**config.mk**
```make
export PLATFORM = sky130hd
export DESIGN_NAME = wpf_ram
export DESIGN_NICKNAME = d
export VERILOG_FILES = /design/src/sv/wpf_ram.sv
export SDC_FILE = /design/constraint.sdc
export NUM_CORES = 1
export LEC_CHECK = 0
export ABC_AREA = 1
export BUFFER_PORTS_ARGS = -buffer_cell sky130_fd_sc_hd__buf_2
export CORE_MARGIN = 2
export CORE_UTILIZATION = 40
export DETAILED_ROUTE_END_ITERATION = 16
export PLACE_DENSITY = 0.6
export SLEW_MARGIN = 20
export SYNTH_ARGS = -nofsm -noshare
export SYNTH_HDL_FRONTEND = slang
export SYNTH_SLANG_ARGS = --single-unit
```
**constraint.sdc**
```tcl
create_clock -name i_clk -period 1.11 [get_ports i_clk]
set_input_delay 0.111 -clock i_clk [delete_from_list [all_inputs] [get_ports i_clk]]
set_output_delay 0.111 -clock i_clk [all_outputs]
set_load 0.01 [all_outputs]
```
**src/sv/wpf_ram.sv**
```systemverilog
// generic single write port ram with registered read
module wpf_ram #(
    parameter int WIDTH = 8,
    parameter int DEPTH = 16
) (
    input  logic                     i_clk,
    input  logic                     i_we,
    input  logic [$clog2(DEPTH)-1:0] i_waddr,
    input  logic [WIDTH-1:0]         i_wdata,
    input  logic                     i_re,
    input  logic [$clog2(DEPTH)-1:0] i_raddr,
    output logic [WIDTH-1:0]         o_rdata
);
    logic [WIDTH-1:0] r_mem [DEPTH];
    logic [WIDTH-1:0] r_rdata;

    // write and registered read
    always_ff @(posedge i_clk) begin
        if (i_we) begin
            r_mem[i_waddr] <= i_wdata;
        end
        if (i_re) begin
            r_rdata <= r_mem[i_raddr];
        end
    end

    assign o_rdata = r_rdata;
endmodule

```
==> results of run 1 <==
-- power groups by stage --
| stage | Clock, mW | Combinational, mW | Sequential [mW] |
|---|---|---|---|
| 2_1_floorplan | 0 | 0.406 | 5.93 |
| 3_3_place_gp | 0 | 0.757 | 5.92 |
| 3_5_place_dp | 0 | 0.767 | 5.92 |
| 4_1_cts | 6.44 | 0.786 | 5.82 |
| 5_1_grt | 6.69 | 0.930 | 5.82 |
| 6_report | 6.38 | 0.836 | 5.82 |
-- final cells by class --
| cell class | instances | area (sq um) |
|---|---|---|
| Fill cell | 1245 | 7150 |
| Sequential cell | 136 | 4080 |
| Multi-Input combinational cell | 289 | 1450 |
| Timing Repair Buffer | 61 | 455 |
| Clock buffer | 17 | 425 |
| Inverter | 102 | 383 |
| Clock inverter | 15 | 249 |
| Tap cell | 184 | 230 |
-- worst register-to-register path, cell delays in order (launching register included) --
cell and delay, ps:
edfxtp_1 380, inv_1 60, nand2_1 50, nand3_1 100, nand3_2 110, nand3_4 90, nand2_2 50
-- cell families (layout without fill, tap and decap cells) --
logic type / count (synthesis) / after routing / synth area share
buffers and inverters: 126 / 195 / 0.0939
flip-flops: 136 / 136 / 0.698
AND/OR/NAND/NOR: 289 / 289 / 0.208
-- registers in the layout (all words and copies together), names as in the netlist --
signal	cells
r_mem	128
o_rdata	8
-- per-stage QoR --
step                      instance area (sq um)  power [mW]  hold WS, ps  utilization
final                                      7270        13.0         54.2        0.504
after global routing                       7270        13.4         45.9        0.504
after CTS                                  7090        13.0         42.4        0.491
after detailed placement                   6370        6.69          479        0.441
after global placement                     6370        6.68          470        0.441
after floorplan                            5850        6.34          210            -
-- repair_timing --
item                       4_1_cts  5_1_grt
setup endpoints to repair        6       10
pin swaps                        0       32
resized for setup                9       41
-- routing by layer --
layer,vias up,global-route usage,wire [um]
met5,-,0,0
met4,0,0.0712,352
met3,30,0.0404,653
met2,119,0.319,6990
met1,1866,0.229,5550
li1,1896,-,-
-- final timing paths --
check,cells after the start,slack [ps],end,from
worst min-delay path,1,50,o_rdata[7]$_DFFE_PP_,i_re
worst max-delay path,1,9,o_rdata[6],o_rdata[6]$_DFFE_PP_
worst max register to register,6,30,o_rdata[7]$_DFFE_PP_,r_mem[3][7]$_DFFE_PP_
worst min register to register,6,770,o_rdata[2]$_DFFE_PP_,r_mem[12][2]$_DFFE_PP_
-- placed cells by master, fill, tap and decap left out --
master | netlist | layout
nand3_4 | 0 | 1
nand2_1 | 173 | 167
buf_2 | 13 | 26
nand3b_1 | 2 | 2
clkinv_4 | 0 | 4
clkinv_1 | 0 | 1
clkbuf_16 | 0 | 17
clkinvlp_4 | 0 | 1
buf_4 | 4 | 30
bufinv_16 | 0 | 6
nand2_2 | 0 | 6
edfxtp_1 | 136 | 136
inv_1 | 100 | 99
clkinv_2 | 0 | 1
inv_6 | 0 | 2
buf_12 | 0 | 5
inv_2 | 2 | 3
nand3_1 | 97 | 55
nor2_1 | 17 | 17
nand3_2 | 0 | 41
==> results.toml, run 1 <==
[global_routing]
grt_pass1_wl_um = 21400
initial_antenna_violation_count = 0
grt_util_all_layers = 0.185
via_count_of_the_first_global_routing_pass = 3993
grt_remaining_overflow = 0
largest_net_degree_at_the_start_of_global_routing = 30

[clock_tree]
cts_max_path_buffers = 2
number_of_hold_buffers_added_after_cts = 0
worst_skew_pair.late_latency_ps = 420
clk_transition_reported_paths_ps = 60
postCtsSetupBuffers = 0
cts_tree = "done"
cts_buffers = 17
htree_levels = 4
clk_root_buffer_cell = "clkbuf_16"
numClockSinks = 136

[placed_design]
placed_cells_incl_taps = 772
setup_ws_pre_cts_ps = -243
port_buffers = 26
gp_congestion = 0.874
hpwl_um = 8830

[drt]
initialDrtViolationCount = 361
routed-via-count = 3911
wl_per_cell_um = 16.8
viasPerCell = 4.86
drt_drc_violations_left = 0
drt_pass1_iterations = 6
ant_nets = 0
route.final.wire_length_um = 13500

[sta]
fin_setup_tns_ps = 0
max_slew.worst_pin.slew_ps = 421
max-slew-margin-rel = 0.719
final-hold-violation-count = 0
finClkSkew_ps = 5.62
finalSetupViolCount = 0
final.min_clock_period_ps = 1100
final_worst_path_period_share = 0.992
unrepaired_setup_endpoints_after_global_routing = "true"
postLayoutSetupSlackWorst_ps = 9.07
fmax_mhz = 908
report.final.slew_viol_count = 0

[power_and_ir_drop]
vdd_ir_drop_max_mv = 1.09
static-leakage-power_nw = 3.14
power_switching_mw = 2.75
fraction_of_power_consumed_by_the_clock_network = 0.490
internal_power_mw = 10.3
power_frac_comb = 0.064
fraction_of_power_spent_switching_nets = 0.211
seqPwrFrac = 0.446
power-per-cell-area_mw_per_mm2 = 1790

[finish]
final-instance-count-excl-fill = 804
num-nets-final = 626
n_antenna_cell = 0
drive_above_1_share = 0.231
areaGrowthSynthToFinish_pct = 24.4

[worst_setup_path]
critical_path.top_delay_family = "flip-flops"
critPathRequiredTime_ps = 1000
critical_path.cell_chain = "buf_2"
worst-endpoint-arrival_ps = 990
kind_of_launch_point_of_the_worst_setup_path = "register"
cp_max_fo = 1
timing.critical_path.buf_inv = 1
setup.worst_path.end_class = "output pin"
worst_path_largest_cell_delay_ps = 410
slowest_stage = "edfxtp_1"
worstSetupPathType = "register to output pin"

[die]
fp.coreArea_sq_mm = 0.0144
die_width_um = 125
placementRows = 44
fp.dieH_um = 125
die-area_sq_mm = 0.0156
starting_density_of_the_core = 0.405
io-pin-count = 27

[synth]
synth_nets = 570
synth_top_area_frac = 0.698
synth-edff-count = 136
synth.distinct_cells = 11
postSynth.asyncResetShare = 0
synth_top_cells_by_count = "nand2_1 (173), edfxtp_1 (136), inv_1 (100), nand3_1 (97), nor2_1 (17)"
synth-main-ff-cell = "edfxtp_1"
synth_area_leader_cell = "edfxtp_1"
synth.most_common_cell = "nand2_1"
syn-instance-count = 551
total_of_warnings_raised_by_yosys = 0
post_syn_area_sq_mm = 0.00585
synth_top_cells_by_area = "edfxtp_1 (70%), nand2_1 (11%), nand3_1 (8.3%), inv_1 (6.4%), buf_6 (1.2%)"
synth_seq_cells = 136
synth.avg_cell_area_sq_um = 10.6
synth.yosys.seq_area_share = 0.698

[run]
max-cap-violations = 0

[hold_path]
min-delay-path-class = "primary input to register"

[run_status]
status = "finished clean"
Note: power is estimated with default switching activity, not from simulation.
==> run 2: changes to the inputs <==
Settings changed: PLACE_DENSITY 0.6 to 0.58, SLEW_MARGIN 20 to not set.
Clock period 1.11 ns to 1.3 ns, I/O delays scaled along.
==> results.toml, run 2 (synthesis gave the netlist of run 1 again) <==
[sta]
unrepaired_setup_endpoints_after_global_routing = "false"
final-hold-violation-count = 0
finalSetupViolCount = 0
max-slew-margin-rel = 0.612
fmax_mhz = 880
final.min_clock_period_ps = 1140
report.final.slew_viol_count = 0
max_slew.worst_pin.slew_ps = 581
final_worst_path_period_share = 0.874
fin_hold_ws_ps = 73.9
finClkSkew_ps = 5.50

[global_routing]
via_count_of_the_first_global_routing_pass = 3725
initial_antenna_violation_count = 0
grt_remaining_overflow = 0
grt_util_all_layers = 0.177
grt_pass1_wl_um = 20900
largest_net_degree_at_the_start_of_global_routing = 33

[hold_path]
hold_depth = 1
min-delay-path-class = "primary input to register"
hold_path.startpoint = "i_re"
whs_endpoint = "o_rdata[4]$_DFFE_PP_"

[worst_setup_path]
worst_path_largest_cell_delay_ps = 370
cp_max_fo = 1
worstSetupPathType = "register to register"
worstRegToRegCells = 6
rr_startpoint = "r_mem[9][2]$_DFFE_PP_"
critPathRequiredTime_ps = 1460
critical_path.cell_chain = "inv_1, nand2_1, nand3_1, nand3_1, nand3_1, nand2_1"
critical-path-top-cell-by-count = "nand3_1"
slowest_stage = "edfxtp_1"
kind_of_launch_point_of_the_worst_setup_path = "register"
regToRegEndpoint = "o_rdata[2]$_DFFE_PP_"
flop2flop_setup_slack_ps = 160
setup.worst_path.end_class = "register"
worst-endpoint-arrival_ps = 1300
worst_setup_path_startpoint = "r_mem[9][2]$_DFFE_PP_"

[drt]
viasPerCell = 4.76
wl_per_cell_um = 16.2
highest_metal_layer_used_by_the_detailed_router = "met4"
met3RoutedLength_um = 610
drt_pass1_iterations = 6
ant_nets = 0
wl_met2_um = 6040
wl_met1_um = 6020
route.final.wire_length_um = 12900
routed-via-count = 3807
drt_drc_violations_left = 0
initialDrtViolationCount = 366

[placed_design]
hpwl_um = 8370
port_buffers = 26
detailed_place.area_sq_mm = 0.00632
placed_cells_incl_taps = 768
gp_congestion = 0.783

[power_and_ir_drop]
vdd_ir_drop_max_mv = 0.866
power-per-cell-area_mw_per_mm2 = 1470
static-leakage-power_nw = 2.98

[die]
die-area_sq_mm = 0.0156
die_width_um = 125
io-pin-count = 27
starting_density_of_the_core = 0.405
fp.dieH_um = 125
fp.coreArea_sq_mm = 0.0144
placementRows = 44

[run]
max-cap-violations = 0

[clock_tree]
worst_skew_pair.late_latency_ps = 410
clk_root_buffer_cell = "clkbuf_16"
numClockSinks = 136
cts_max_path_buffers = 2
number_of_hold_buffers_added_after_cts = 0
cts_tree = "done"
postCtsSetupBuffers = 0
cts_buffers = 17
htree_levels = 4
cts_repair_resize_count = 0
clk_transition_reported_paths_ps = 60

[run_status]
status = "finished clean"

[finish]
largest_register = "r_mem"
final-instance-count-excl-fill = 800
mostFrequentLayoutCells = "nand2_1 (173), edfxtp_1 (136), inv_1 (100), nand3_1 (97), buf_4 (27)"
drive_above_1_share = 0.146
final_cell_area_sq_mm = 0.00689
n_fill_cell = 1297
largest_register_ffs = 128
areaGrowthSynthToFinish_pct = 17.8
num-nets-final = 622
layout.cells.most_common = "nand2_1"
n_antenna_cell = 0
## run 2: power breakdown
part / leakage, nW / switching [mW] / internal, mW
Sequential: 1.24 / 0.0264 / 4.94
Combinational: 1.47 / 0.430 / 0.203
Clock: 0.271 / 1.75 / 2.79
Total: 2.98 / 2.21 / 7.94
## run 2: per-stage QoR
step	setup TNS, ps	worst slack, ps	util	power, mW
after CTS	0	150	0.477	10.2
after detailed placement	-825	-159	0.438	5.70
after global routing	0	75.9	0.477	10.5
final	0	164	0.477	10.1
after floorplan	0	219	-	5.41
after global placement	-637	-130	0.438	5.69
## run 2: area by class of cell
class                      instances  area (sq um)  share of cell area
clock inverter                    14           134              0.0194
tap                              184           230              0.0334
clock buffer                      18           429              0.0623
multi-input combinational        289          1210               0.176
sequential                       136          4080               0.593
inverter                         102           383              0.0556
timing repair buffer              57           413              0.0600
## run 2: worst max path at each step
stage	endpoint	slack, ps	depth (start not counted)
detailed placement	o_rdata[6]$_DFFE_PP_	-160	8
floorplan	r_mem[10][0]$_DFFE_PP_	220	2
global placement	o_rdata[7]$_DFFE_PP_	-130	8
global route	o_rdata[7]$_DFFE_PP_	80	6
CTS	o_rdata[2]$_DFFE_PP_	150	6
finish	o_rdata[2]$_DFFE_PP_	160	6
## run 2: per-layer routing
layer / global-route usage / vias up
met5: 0 / -
met4: 0.0686 / 0
met3: 0.0335 / 16
met2: 0.277 / 103
met1: 0.247 / 1807
li1: - / 1881
## run 2: critical path: cells and delay by family, from the launching register on
| kind | cells | cell delay (ps) |
|---|---|---|
| flip-flops | 1 | 370 |
| buffers and inverters | 1 | 70 |
| AND/OR/NAND/NOR | 5 | 430 |
